## config.mk

```make
export PLATFORM = sky130hd
export DESIGN_NAME = double_ended_queue_top
export DESIGN_NICKNAME = d
export VERILOG_FILES = /design/src/design/deque_pkg.sv /design/src/design/deque_ram.sv /design/src/design/deque_ctrl.sv /design/src/design/double_ended_queue_top.sv
export SDC_FILE = /design/constraint.sdc
export NUM_CORES = 1
export LEC_CHECK = 0
export BUFFER_PORTS_ARGS = -buffer_cell sky130_fd_sc_hd__buf_2
export CAP_MARGIN = 25
export CORE_MARGIN = 2
export CORE_UTILIZATION = 30
export DETAILED_ROUTE_END_ITERATION = 8
export GPL_TIMING_DRIVEN = 0
export PLACE_DENSITY_LB_ADDON = 0.1
export SYNTH_ARGS = -nofsm -noshare
export SYNTH_HDL_FRONTEND = slang
export SYNTH_SLANG_ARGS = --single-unit
```

## constraint.sdc

```tcl
create_clock -name clk_i -period 8.15 [get_ports clk_i]
set_input_delay 0.815 -clock clk_i [delete_from_list [all_inputs] [get_ports clk_i]]
set_output_delay 0.815 -clock clk_i [all_outputs]
set_load 0.02 [all_outputs]
```

## src/design/deque_pkg.sv

```systemverilog
// package: shared types, codes and defaults for the double-ended queue
`default_nettype none
package deque_pkg;

  localparam int unsigned DEPTH_DEF      = 16;
  localparam int unsigned DATA_WIDTH_DEF = 32;

  // command codes carried in the request
  typedef enum logic [1:0] {
    CMD_PUSH_RIGHT = 2'd0,
    CMD_POP_LEFT   = 2'd1,
    CMD_POP_RIGHT  = 2'd2
  } cmd_e;

  // result status codes
  typedef enum logic [1:0] {
    ST_OK        = 2'd0,
    ST_UNDERFLOW = 2'd1,
    ST_OVERFLOW  = 2'd2
  } status_e;

  // controller states
  typedef enum logic {
    CS_IDLE,
    CS_FILL
  } ctrl_state_e;

  typedef struct packed {
    logic [1:0]  command;
    logic [31:0] item_value;
  } deque_req_t;

  typedef struct packed {
    logic [31:0] popped_value;
    status_e     status;
    logic [4:0]  element_count;
    logic        is_empty;
    logic [31:0] left_value;
    logic [31:0] right_value;
  } deque_rsp_t;

endpackage
`default_nettype wire

```

## src/design/deque_ram.sv

```systemverilog
// generic single-write, single-read ram with registered read data
`default_nettype none
module deque_ram #(
  parameter int unsigned WIDTH = 32,
  parameter int unsigned DEPTH = 16
) (
  input  wire logic                     clk_i,
  input  wire logic                     we_i,
  input  wire logic [$clog2(DEPTH)-1:0] waddr_i,
  input  wire logic [WIDTH-1:0]         wdata_i,
  input  wire logic                     re_i,
  input  wire logic [$clog2(DEPTH)-1:0] raddr_i,
  output logic      [WIDTH-1:0]         rdata_o
);

  logic [WIDTH-1:0] mem_q [DEPTH];

  always_ff @(posedge clk_i) begin
    if (we_i) begin
      mem_q[waddr_i] <= wdata_i;
    end
    if (re_i) begin
      rdata_o <= mem_q[raddr_i];
    end
  end

endmodule
`default_nettype wire

```

## src/design/deque_ctrl.sv

```systemverilog
// controller: ring pointers, cached end values and ram sequencing
`default_nettype none
module deque_ctrl #(
  parameter int unsigned DEPTH      = deque_pkg::DEPTH_DEF,
  parameter int unsigned DATA_WIDTH = deque_pkg::DATA_WIDTH_DEF
) (
  input  wire logic                  clk_i,
  input  wire logic                  rst_ni,
  input  wire logic                  in_valid_i,
  output logic                       in_ready_o,
  input  wire deque_pkg::deque_req_t in_req_i,
  input  wire logic                  out_free_i,
  output logic                       res_valid_o,
  output deque_pkg::deque_rsp_t      res_o
);
  import deque_pkg::*;

  localparam int unsigned PW = (DEPTH > 1) ? $clog2(DEPTH) : 1;
  localparam int unsigned CW = $clog2(DEPTH + 1);

  ctrl_state_e         state_q, state_d;
  logic [PW-1:0]       lp_q, lp_d;
  logic [CW-1:0]       cnt_q, cnt_d;
  logic [DATA_WIDTH-1:0] lval_q, lval_d, rval_q, rval_d, popped_q, popped_d;
  logic                refresh_left_q, refresh_left_d;

  logic                  wr_en, rd_en;
  logic [PW-1:0]         wr_addr, rd_addr;
  logic [DATA_WIDTH-1:0] wr_data, rd_data;
  logic                  accept;

  function automatic logic [PW-1:0] wrap_add(logic [PW-1:0] b, logic [PW-1:0] o);
    logic [PW:0] s;
    s = {1'b0, b} + {1'b0, o};
    if (s >= (PW+1)'(DEPTH)) begin
      s = s - (PW+1)'(DEPTH);
    end
    return s[PW-1:0];
  endfunction

  function automatic deque_rsp_t make_rsp(logic [DATA_WIDTH-1:0] popped, status_e st,
                                          logic [CW-1:0] cnt, logic [DATA_WIDTH-1:0] lv,
                                          logic [DATA_WIDTH-1:0] rv);
    deque_rsp_t r;
    r.popped_value  = 32'(popped);
    r.status        = st;
    r.element_count = 5'(cnt);
    r.is_empty      = (cnt == '0);
    r.left_value    = (cnt == '0) ? '0 : 32'(lv);
    r.right_value   = (cnt == '0) ? '0 : 32'(rv);
    return r;
  endfunction

  deque_ram #(
    .WIDTH (DATA_WIDTH),
    .DEPTH (DEPTH)
  ) u_ram (
    .clk_i   (clk_i),
    .we_i    (wr_en),
    .waddr_i (wr_addr),
    .wdata_i (wr_data),
    .re_i    (rd_en),
    .raddr_i (rd_addr),
    .rdata_o (rd_data)
  );

  assign in_ready_o = (state_q == CS_IDLE) && out_free_i;
  assign accept     = in_valid_i && in_ready_o;

  always_comb begin
    state_d        = state_q;
    lp_d           = lp_q;
    cnt_d          = cnt_q;
    lval_d         = lval_q;
    rval_d         = rval_q;
    popped_d       = popped_q;
    refresh_left_d = refresh_left_q;
    wr_en          = 1'b0;
    wr_addr        = wrap_add(lp_q, PW'(cnt_q));
    wr_data        = DATA_WIDTH'(in_req_i.item_value);
    rd_en          = 1'b0;
    rd_addr        = wrap_add(lp_q, PW'(1));
    res_valid_o    = 1'b0;
    res_o          = make_rsp('0, ST_OK, cnt_q, lval_q, rval_q);

    unique case (state_q)
      CS_IDLE: begin
        if (accept) begin
          case (cmd_e'(in_req_i.command))
            CMD_PUSH_RIGHT: begin
              res_valid_o = 1'b1;
              if (cnt_q == CW'(DEPTH)) begin
                res_o = make_rsp('0, ST_OVERFLOW, cnt_q, lval_q, rval_q);
              end else begin
                wr_en  = 1'b1;
                cnt_d  = cnt_q + CW'(1);
                rval_d = wr_data;
                if (cnt_q == '0) begin
                  lval_d = wr_data;
                end
                res_o = make_rsp('0, ST_OK, cnt_d, lval_d, rval_d);
              end
            end
            CMD_POP_LEFT, CMD_POP_RIGHT: begin
              if (cnt_q == '0) begin
                res_valid_o = 1'b1;
                res_o = make_rsp('0, ST_UNDERFLOW, cnt_q, lval_q, rval_q);
              end else begin
                // refresh the vacated end from the ram next cycle
                cnt_d   = cnt_q - CW'(1);
                state_d = CS_FILL;
                rd_en   = (cnt_d != '0);
                if (cmd_e'(in_req_i.command) == CMD_POP_LEFT) begin
                  popped_d       = lval_q;
                  lp_d           = wrap_add(lp_q, PW'(1));
                  rd_addr        = lp_d;
                  refresh_left_d = 1'b1;
                end else begin
                  popped_d       = rval_q;
                  rd_addr        = wrap_add(lp_q, PW'(cnt_q - CW'(2)));
                  refresh_left_d = 1'b0;
                end
              end
            end
            default: begin
              res_valid_o = 1'b1;
            end
          endcase
        end
      end
      CS_FILL: begin
        if (cnt_q != '0) begin
          if (refresh_left_q) begin
            lval_d = rd_data;
          end else begin
            rval_d = rd_data;
          end
        end
        res_valid_o = 1'b1;
        res_o       = make_rsp(popped_q, ST_OK, cnt_q, lval_d, rval_d);
        state_d     = CS_IDLE;
      end
      default: begin
        state_d = CS_IDLE;
      end
    endcase
  end

  always_ff @(posedge clk_i or negedge rst_ni) begin
    if (!rst_ni) begin
      state_q        <= CS_IDLE;
      lp_q           <= '0;
      cnt_q          <= '0;
      refresh_left_q <= 1'b0;
    end else begin
      state_q        <= state_d;
      lp_q           <= lp_d;
      cnt_q          <= cnt_d;
      refresh_left_q <= refresh_left_d;
    end
  end

  always_ff @(posedge clk_i) begin
    lval_q   <= lval_d;
    rval_q   <= rval_d;
    popped_q <= popped_d;
  end

  a_cnt_range: assert property (@(posedge clk_i) disable iff (!rst_ni)
    cnt_q <= CW'(DEPTH))
    else $error("element count beyond depth");

  a_lp_range: assert property (@(posedge clk_i) disable iff (!rst_ni)
    {1'b0, lp_q} < (PW+1)'(DEPTH))
    else $error("left pointer beyond depth");

  a_fill_one_cycle: assert property (@(posedge clk_i) disable iff (!rst_ni)
    state_q == CS_FILL |=> state_q == CS_IDLE)
    else $error("fill state held longer than one cycle");

  a_fill_result: assert property (@(posedge clk_i) disable iff (!rst_ni)
    state_q == CS_FILL |-> res_valid_o && !in_ready_o)
    else $error("pop result not produced in fill cycle");

  a_no_rw_overlap: assert property (@(posedge clk_i) disable iff (!rst_ni)
    !(wr_en && rd_en))
    else $error("ram read and write in the same cycle");

endmodule
`default_nettype wire

```

## src/design/double_ended_queue_top.sv

```systemverilog
// top level: double-ended queue with request and result channels
//
// usage
// - request channel (in_valid_i / in_ready_o / in_req_i) carries a command
//   (push at right end, pop left end, pop right end) and a value for pushes
// - result channel (out_valid_o / out_ready_i / out_rsp_o) returns one result
//   per request: popped value, status, element count, empty flag and peeks
//   of the leftmost and rightmost elements after the request
// - a push, an overflow, an underflow or an unused command code is answered
//   without a fill state; the result sits in the output register after the accepting edge
// - a pop that succeeds passes through the fill state: the ram read that
//   refreshes the vacated end is registered, so the result is registered at
//   the end of the fill state and in_ready_o is low during that state
// - sustained rate is one request per cycle for pushes while the receiver
//   keeps up; a pop holds off new requests until its fill state is done
// - the output register frees the request side: a new request is taken while
//   a result waits, as long as that result is taken in the same cycle
// - when the receiver stalls, the result holds and no request is taken until
//   the receiver takes it
// - reset empties the queue and clears the result valid flag; ram contents
//   are left as they are and are read only after a push wrote them
`default_nettype none
module double_ended_queue_top #(
  parameter int unsigned DEPTH      = deque_pkg::DEPTH_DEF,
  parameter int unsigned DATA_WIDTH = deque_pkg::DATA_WIDTH_DEF
) (
  input  wire logic                  clk_i,
  input  wire logic                  rst_ni,
  input  wire logic                  in_valid_i,
  output logic                       in_ready_o,
  input  wire deque_pkg::deque_req_t in_req_i,
  output logic                       out_valid_o,
  input  wire logic                  out_ready_i,
  output deque_pkg::deque_rsp_t      out_rsp_o
);
  import deque_pkg::*;

  // output register
  logic       out_valid_q, out_valid_d;
  deque_rsp_t out_rsp_q;

  // controller result
  logic       res_valid;
  deque_rsp_t res;
  logic       out_free;

  // the slot is free when empty or when its result leaves this cycle
  assign out_free = !out_valid_q || out_ready_i;

  deque_ctrl #(
    .DEPTH      (DEPTH),
    .DATA_WIDTH (DATA_WIDTH)
  ) u_ctrl (
    .clk_i       (clk_i),
    .rst_ni      (rst_ni),
    .in_valid_i  (in_valid_i),
    .in_ready_o  (in_ready_o),
    .in_req_i    (in_req_i),
    .out_free_i  (out_free),
    .res_valid_o (res_valid),
    .res_o       (res)
  );

  // a new result only arrives when the slot is free
  always_comb begin
    out_valid_d = out_valid_q;
    if (res_valid) begin
      out_valid_d = 1'b1;
    end else if (out_ready_i) begin
      out_valid_d = 1'b0;
    end
  end

  always_ff @(posedge clk_i or negedge rst_ni) begin
    if (!rst_ni) begin
      out_valid_q <= 1'b0;
    end else begin
      out_valid_q <= out_valid_d;
    end
  end

  always_ff @(posedge clk_i) begin
    if (res_valid) begin
      out_rsp_q <= res;
    end
  end

  assign out_valid_o = out_valid_q;
  assign out_rsp_o   = out_rsp_q;

  a_no_overwrite: assert property (@(posedge clk_i) disable iff (!rst_ni)
    res_valid |-> out_free)
    else $error("result would overwrite a waiting result");

  a_ready_needs_slot: assert property (@(posedge clk_i) disable iff (!rst_ni)
    in_ready_o |-> out_free)
    else $error("request taken without a free output slot");

  a_result_follows: assert property (@(posedge clk_i) disable iff (!rst_ni)
    res_valid |=> out_valid_q)
    else $error("result lost on its way to the output register");

endmodule
`default_nettype wire
```

==> results.json, run 1 <==
{
  "clk_latency_ns": 0.66,
  "htree_levels": 3,
  "final.setup.tns_ns": 0,
  "finalHoldViolCount": 0,
  "postLayoutCellArea_mm2": 0.0387,
  "ctsResizeCount": 0,
  "rr_startpoint": "u_ctrl.cnt_q[0]",
  "antenna_found_initial": 0,
  "r2r_end": "u_ctrl.u_ram.rdata_o[17]",
  "slew_viol_final": 0,
  "vias_per_cell": 5.22,
  "core_mm2": 0.109,
  "synth-xor-area-share": 0.00507,
  "use_met3": 0.0254,
  "first_global_vias": 21500,
  "ios": 144,
  "setup_viol": 0,
  "yosysSeqAreaShare": 0.690,
  "cts_buffers": 88,
  "regArea_mm2": 0.0226,
  "tightest_slew_ns": 0.968,
  "synthCells": 2409,
  "critPathBufInv": 6,
  "grt_max_degree": 78,
  "critPathRequiredTime_ns": 8.50,
  "drc_errors": 0,
  "wl_per_cell_um": 25.8,
  "yosys.area_share.adder": 0.00732,
  "synth_nets": 2465,
  "rsz0062_at_grt": "false",
  "grt_usage": 0.188,
  "gr-total-overflow": 0,
  "wirelength_um": 107000,
  "drv_cap": 0,
  "dieArea_mm2": 0.112,
  "ctsHoldBuffers": 0,
  "synthMuxAreaShare": 0.0538,
  "holdWs_ns": 0.0570,
  "fillCellCount": 10500,
  "grtUsageMet2": 0.313,
  "first_pass_iters": 6,
  "status": "completed",
  "num_vias": 21600,
  "skew_ns": 0.0185,
  "ir_drop_uv": 203,
  "cts.sinks": 756,
  "yosys_warnings": 0,
  "p_leak_nw": 13.2,
  "reg2reg_depth": 13,
  "grt_pass1_wl_um": 154000,
  "rrSetupSlack_ns": 2.82,
  "dp_hpwl_um": 75500,
  "fmax_mhz": 188,
  "die_w_um": 335,
  "p_per_area_mw_per_mm2": 394,
  "slew_headroom": 0.354,
  "num_rows": 121,
  "use_met1": 0.256,
  "initial_core_util": 0.302,
  "critPathArrivalTime_ns": 5.68,
  "ys_ff_latch": 756,
  "min_period_over_period": 0.654,
  "post_dp_cell_area_mm2": 0.0359,
  "end_kind": "flop",
  "die-height_um": 335,
  "cp_top_family": "buffers and inverters",
  "min_path_type": "in2async",
  "synth-compound-area-share": 0.139,
  "crit_type": "reg2reg",
  "crit_slowest_cell": "clkbuf_1",
  "port_buffers": 143,
  "synthArstFlopShare": 0.0159,
  "gp_congestion": 0.821,
  "busiest_layer": "met2",
  "finish.utilization": 0.356,
  "crit_start": "u_ctrl.cnt_q[0]",
  "fin_crit_ns": 5.33,
  "drt_iter0_drc": 1955,
  "yosys_most_used_dff": "edfxtp_1",
  "synthSimpleGateAreaFrac": 0.0788,
  "post_cts_buffers": 0,
  "clkTransAtPathRegs_ns": 0.06,
  "synthesis.area_mm2": 0.0328,
  "cts_tree": "built",
  "multi_input_area_mm2": 0.00947,
  "postRouteAntennaNets": 0,
  "cts_buffer_depth": 3,
  "nNetsFinal": 2720,
  "crit_chain": "clkbuf_1 > inv_1 > ha_1 > or4b_4 > buf_6 > nand4_2 > mux2i_1 > buf_2 > buf_2 > clkbuf_1 > a32oi_1 > a22oi_1 > o211ai_1",
  "max_stage_delay_ns": 0.66,
  "area_growth_pct": 17.9,
  "cts-root-buf": "clkbuf_16",
  "ys_types": 56,
  "crit_path_start_kind": "flop",
  "synth_top_family_by_area": "compound AO/OA/AOI/OAI gates",
  "synth_edf_count": 744,
  "crit_path_max_fanout": 10,
  "syn_area_per_cell_um2": 13.6,
  "drive_gt1_frac": 0.174
}
## registers in the layout, summed over array words and instances (netlist names)
signal,count
u_ctrl.rval_q,32
u_ctrl.u_ram.rdata_o,32
u_ctrl.refresh_left_q,1
u_ctrl.lp_q,4
out_valid_o,1
u_ctrl.u_ram.mem_q,512
u_ctrl.lval_q,32
out_rsp_o,104
u_ctrl.cnt_q,5
u_ctrl.state_q,1
u_ctrl.popped_q,32
## routing by layer
layer  share of wire  vias up
li1                -     9791
met1            0.45    11000
met5               0        -
met4           0.024        0
met2            0.48      690
met3           0.050      145
## metrics by stage
step | setup slack, ns | power (mW) | instances
detailed placement | 2.76 | 11.4 | 3988
finish | 2.82 | 15.2 | 4145
global placement | 2.02 | 11.3 | 3966
global route | 2.61 | 16.0 | 4143
floorplan | 3.72 | 8.69 | 2409
CTS | 2.78 | 15.4 | 4143
## cell usage after synthesis (37+ instances only)
cell	n	area (um2)
nor2_1	91	342
a32oi_1	65	569
nand2_1	415	1560
buf_2	59	295
a21oi_1	232	1160
o21ai_0	38	190
a21o_1	37	278
edfxtp_1	744	22300
mux2_2	98	1100
mux2i_1	66	661
and2_1	67	419
a22oi_1	64	480
clkbuf_1	97	364
## layout by cell type (no fill, tap or decap), drive strengths merged, types with 9 or more instances in the layout
| cell | instances |
|---|---|
| inv | 16 |
| xnor2 | 11 |
| clkbuf | 209 |
| edfxtp | 744 |
| buf | 247 |
| a22oi | 64 |
| a211oi | 31 |
| ha | 16 |
| clkinv | 30 |
| a21oi | 233 |
| dfrtp | 12 |
| a32oi | 65 |
| a32o | 33 |
| a21o | 37 |
| mux2 | 98 |
| nand2 | 415 |
| nand3 | 12 |
| o211ai | 34 |
| o21ai | 39 |
| and2 | 67 |
| nor2 | 91 |
| a22o | 31 |
| mux2i | 66 |
| a311o | 32 |
| o22ai | 9 |
| a221o | 26 |
## worst max-delay path by stage
stage                                             to  slack [ns]  depth (start not counted)
after floorplan                         out_rsp_o[0]        3.72                          8
after global placement    u_ctrl.u_ram.mem_q[10][23]        2.02                          8
after detailed placement    u_ctrl.u_ram.rdata_o[17]        2.76                         13
after CTS                   u_ctrl.u_ram.rdata_o[17]        2.78                         13
after global routing        u_ctrl.u_ram.rdata_o[14]        2.61                         13
final                       u_ctrl.u_ram.rdata_o[17]        2.82                         13
## cells by family (layout without fill, tap and decap cells)
family / count (synthesis) / in the layout
other cells: 0 / 2
flops: 756 / 756
simple gates: 614 / 614
compound gates: 647 / 647
buf+inv: 191 / 511
mux: 164 / 164
xor+xnor: 19 / 19
fa+ha+maj: 18 / 18
## report_power, final
group | leakage [nW] | internal [mW] | switching [mW]
logic | 4.98 | 1.91 | 4.38
clock network | 1.34 | 2.26 | 1.60
registers | 6.93 | 4.83 | 0.252
## area by class of cell
type / instances / share of cell area
clock inverters: 43 / 0.0115
clock buffers: 112 / 0.0598
diodes: 2 / 0.000129
plain buffers: 179 / 0.0206
inverters: 12 / 0.00116
multi-input cells: 1462 / 0.245
repair buffers: 165 / 0.0307
flip-flops and latches: 756 / 0.585
well taps: 1414 / 0.0458
Note: power is estimated with default switching activity, not from simulation.
==> inputs of run 2 (changes only) <==
--- a/config.mk
+++ b/config.mk
@@ -5,6 +5,7 @@
 export SDC_FILE = /design/constraint.sdc
 export NUM_CORES = 1
 export LEC_CHECK = 0
+export ABC_AREA = 1
 export BUFFER_PORTS_ARGS = -buffer_cell sky130_fd_sc_hd__buf_2
 export CAP_MARGIN = 25
 export CORE_MARGIN = 2
==> constraint.sdc (replaced) <==
create_clock -name clk_i -period 4.91 [get_ports clk_i]
set_input_delay 0.491 -clock clk_i [delete_from_list [all_inputs] [get_ports clk_i]]
set_output_delay 0.491 -clock clk_i [all_outputs]
set_load 0.02 [all_outputs]
==> results.json, run 2 <==
{
  "drv_cap": 0,
  "fillCellCount": 11500,
  "yosysSeqAreaShare": 0.668,
  "ys_types": 39,
  "place_ws_ns": 1.01,
  "holdWs_ns": 0.188,
  "ir_drop_uv": 318,
  "fin_crit_ns": 3.90,
  "crit_chain": "inv_1 > ha_1 > inv_1 > ha_1 > a21oi_1 > xnor2_1 > a21oi_2 > inv_2 > clkbuf_1 > nand3_1 > nand2_1",
  "largest_register": "u_ctrl.u_ram.mem_q",
  "wirelength_um": 124000,
  "finalHoldViolCount": 0,
  "synth_nets": 3241,
  "tightest_slew_ns": 0.878,
  "grt_pass1_wl_um": 176000,
  "ios": 144,
  "crit_slowest_cell": "a21oi_2",
  "dp_hpwl_um": 87300,
  "synth_edf_count": 744,
  "grt_usage": 0.211,
  "vias_per_cell": 4.95,
  "combinationalPowerShare": 0.453,
  "clk_latency_ns": 0.66,
  "netSwitchingFraction": 0.453,
  "gp_congestion": 0.927,
  "port_buffers": 143,
  "seqPwrFrac": 0.316,
  "drc_errors": 0,
  "switchingPower_mw": 12.4,
  "setup_viol": 0,
  "setup_ws_ns": 1.01,
  "cts-root-buf": "clkbuf_16",
  "synthCells": 3185,
  "p_leak_nw": 15.6,
  "crit_path_max_fanout": 10,
  "rsz0062_at_grt": "false",
  "htree_levels": 3,
  "p_clk_frac": 0.231,
  "cts_buffer_depth": 3,
  "die_w_um": 340,
  "final_common_cell": "nand2_1",
  "largest_register_ffs": 512,
  "post_dp_cell_area_mm2": 0.0371,
  "skew_ns": 0.0135,
  "min_period_over_period": 0.794,
  "p_per_area_mw_per_mm2": 689,
  "critPathArrivalTime_ns": 4.27,
  "synthesis.area_mm2": 0.0339,
  "syn_area_per_cell_um2": 10.6,
  "drt_iter0_drc": 2149,
  "status": "completed",
  "end_kind": "flop",
  "gr-total-overflow": 0,
  "nNetsFinal": 3498,
  "critPathRequiredTime_ns": 5.28,
  "p_int_mw": 15.0,
  "ys_ff_latch": 756,
  "drive_gt1_frac": 0.117,
  "die-height_um": 340,
  "grt_max_degree": 73,
  "cts_tree": "built",
  "min_path_type": "in2reg",
  "clkTransAtPathRegs_ns": 0.06,
  "initial_core_util": 0.302,
  "slew_headroom": 0.415,
  "fmax_mhz": 256,
  "cts.sinks": 756,
  "crit_path_start_kind": "flop",
  "first_pass_iters": 5,
  "yosysMostFrequentCell": "nand2_1",
  "crit_type": "reg2reg",
  "postLayoutCellArea_mm2": 0.0398,
  "slew_viol_final": 0,
  "wl_per_cell_um": 24.7,
  "yosys_warnings": 0,
  "postRouteAntennaNets": 0,
  "max_stage_delay_ns": 0.64,
  "dieArea_mm2": 0.116,
  "mostFrequentLayoutCells": "nand2_1, edfxtp_1, nand3_1",
  "area_growth_pct": 17.4,
  "synth_top_area_frac": 0.659,
  "yosys_most_used_dff": "edfxtp_1",
  "post_cts_buffers": 0,
  "synth_common_cells": "nand2_1, edfxtp_1, nand3_1",
  "core_mm2": 0.112,
  "num_vias": 24800,
  "cts_buffers": 90,
  "first_global_vias": 23900,
  "synthArstFlopShare": 0.0159,
  "num_rows": 123,
  "yosysTopAreaCell": "edfxtp_1",
  "antenna_found_initial": 7,
  "yosys-top-cells-area": "edfxtp_1, nand2_1, nand3_1"
}
[run 2: cell count changes after synthesis, sizes merged, moves of 37 or more]
cell / previous run / this run
nand3b: 1 / 67
a21o: 37 / 0
o21ai: 39 / 232
mux2: 98 / 1
mux2i: 66 / 0
a22oi: 64 / 0
nand2: 415 / 779
and2: 67 / 0
a21oi: 233 / 50
nand3: 12 / 552
inv: 12 / 342
a32oi: 65 / 0
[run 2: final cells by class]
cell class,instances,area (um2),area share
Timing Repair Buffer,165,1170,0.0294
Sequential cell,756,22600,0.569
Inverter,343,1290,0.0324
Clock buffer,127,2490,0.0624
Multi-Input combinational cell,1886,9170,0.230
Clock inverter,36,233,0.00585
Buffer,200,942,0.0237
Tap cell,1500,1880,0.0471
Antenna cell,1,2.50,0.0000629
[run 2: critical path: cells and delay by family, from the launching register on]
kind | cells | cell delay [ns]
flops | 1 | 0.55
compound gates | 2 | 0.83
buf+inv | 4 | 0.99
simple gates | 2 | 0.48
xor+xnor | 1 | 0.11
fa+ha+maj | 2 | 0.64
[run 2: routing by layer]
layer | wire length (um) | track usage | vias to the layer above
li1 | - | - | 11500
met1 | 55500 | 0.284 | 12300
met2 | 59200 | 0.355 | 790
met3 | 5620 | 0.0272 | 187
met4 | 3560 | 0.0612 | 4
met5 | 26 | 0 | -
[run 2: repair_timing]
action,in CTS,in global routing
gates resized for setup,0,0
hold buffers,1,0
endpoints found under the hold margin,12,0
[run 2: cells by family after synthesis]
logic type | Yosys count | synth area share
AOI/OAI and AO/OA | 359 | 0.0600
xor gates and xnor gates | 15 | 0.00387
adders and majority gates | 18 | 0.00709
buffers and inverters | 543 | 0.0658
DFF | 756 | 0.668
muxes | 1 | 0.000332
and+or+nand+nor | 1493 | 0.195
[run 2: path summary, 6_finish.rpt]
path | startpoint | endpoint | slack [ns] | depth (start not counted)
hold / removal | out_ready_i | out_valid_o | 0.19 | 4
max in group asynchronous | rst_ni | u_ctrl.lp_q[2] | 4.37 | 2
setup reg to reg | u_ctrl.cnt_q[1] | u_ctrl.u_ram.rdata_o[21] | 1.01 | 11
hold reg to reg | u_ctrl.popped_q[8] | out_rsp_o[80] | 0.50 | 2
setup / recovery | u_ctrl.cnt_q[1] | u_ctrl.u_ram.rdata_o[21] | 1.01 | 11
min in group asynchronous | rst_ni | out_valid_o | 0.27 | 2
[run 2: power by group through the flow]
stage	clock network, mW	logic [mW]	registers (mW)
after floorplan	0	6.44	9.08
after global placement	0	12.1	8.88
after detailed placement	0	12.4	8.80
after CTS	6.47	12.4	8.67
after global routing	6.71	13.3	8.74
final	6.34	12.4	8.67
[run 2: per-stage QoR]
step                power, mW  cells  setup TNS [ns]   util
floorplan                15.5   3185               0      -
global placement         21.0   4828         -715.10  0.325
detailed placement       21.2   4849               0  0.330
CTS                      27.5   5013               0  0.354
global route             28.8   5013               0  0.354
finish                   27.4   5014               0  0.354
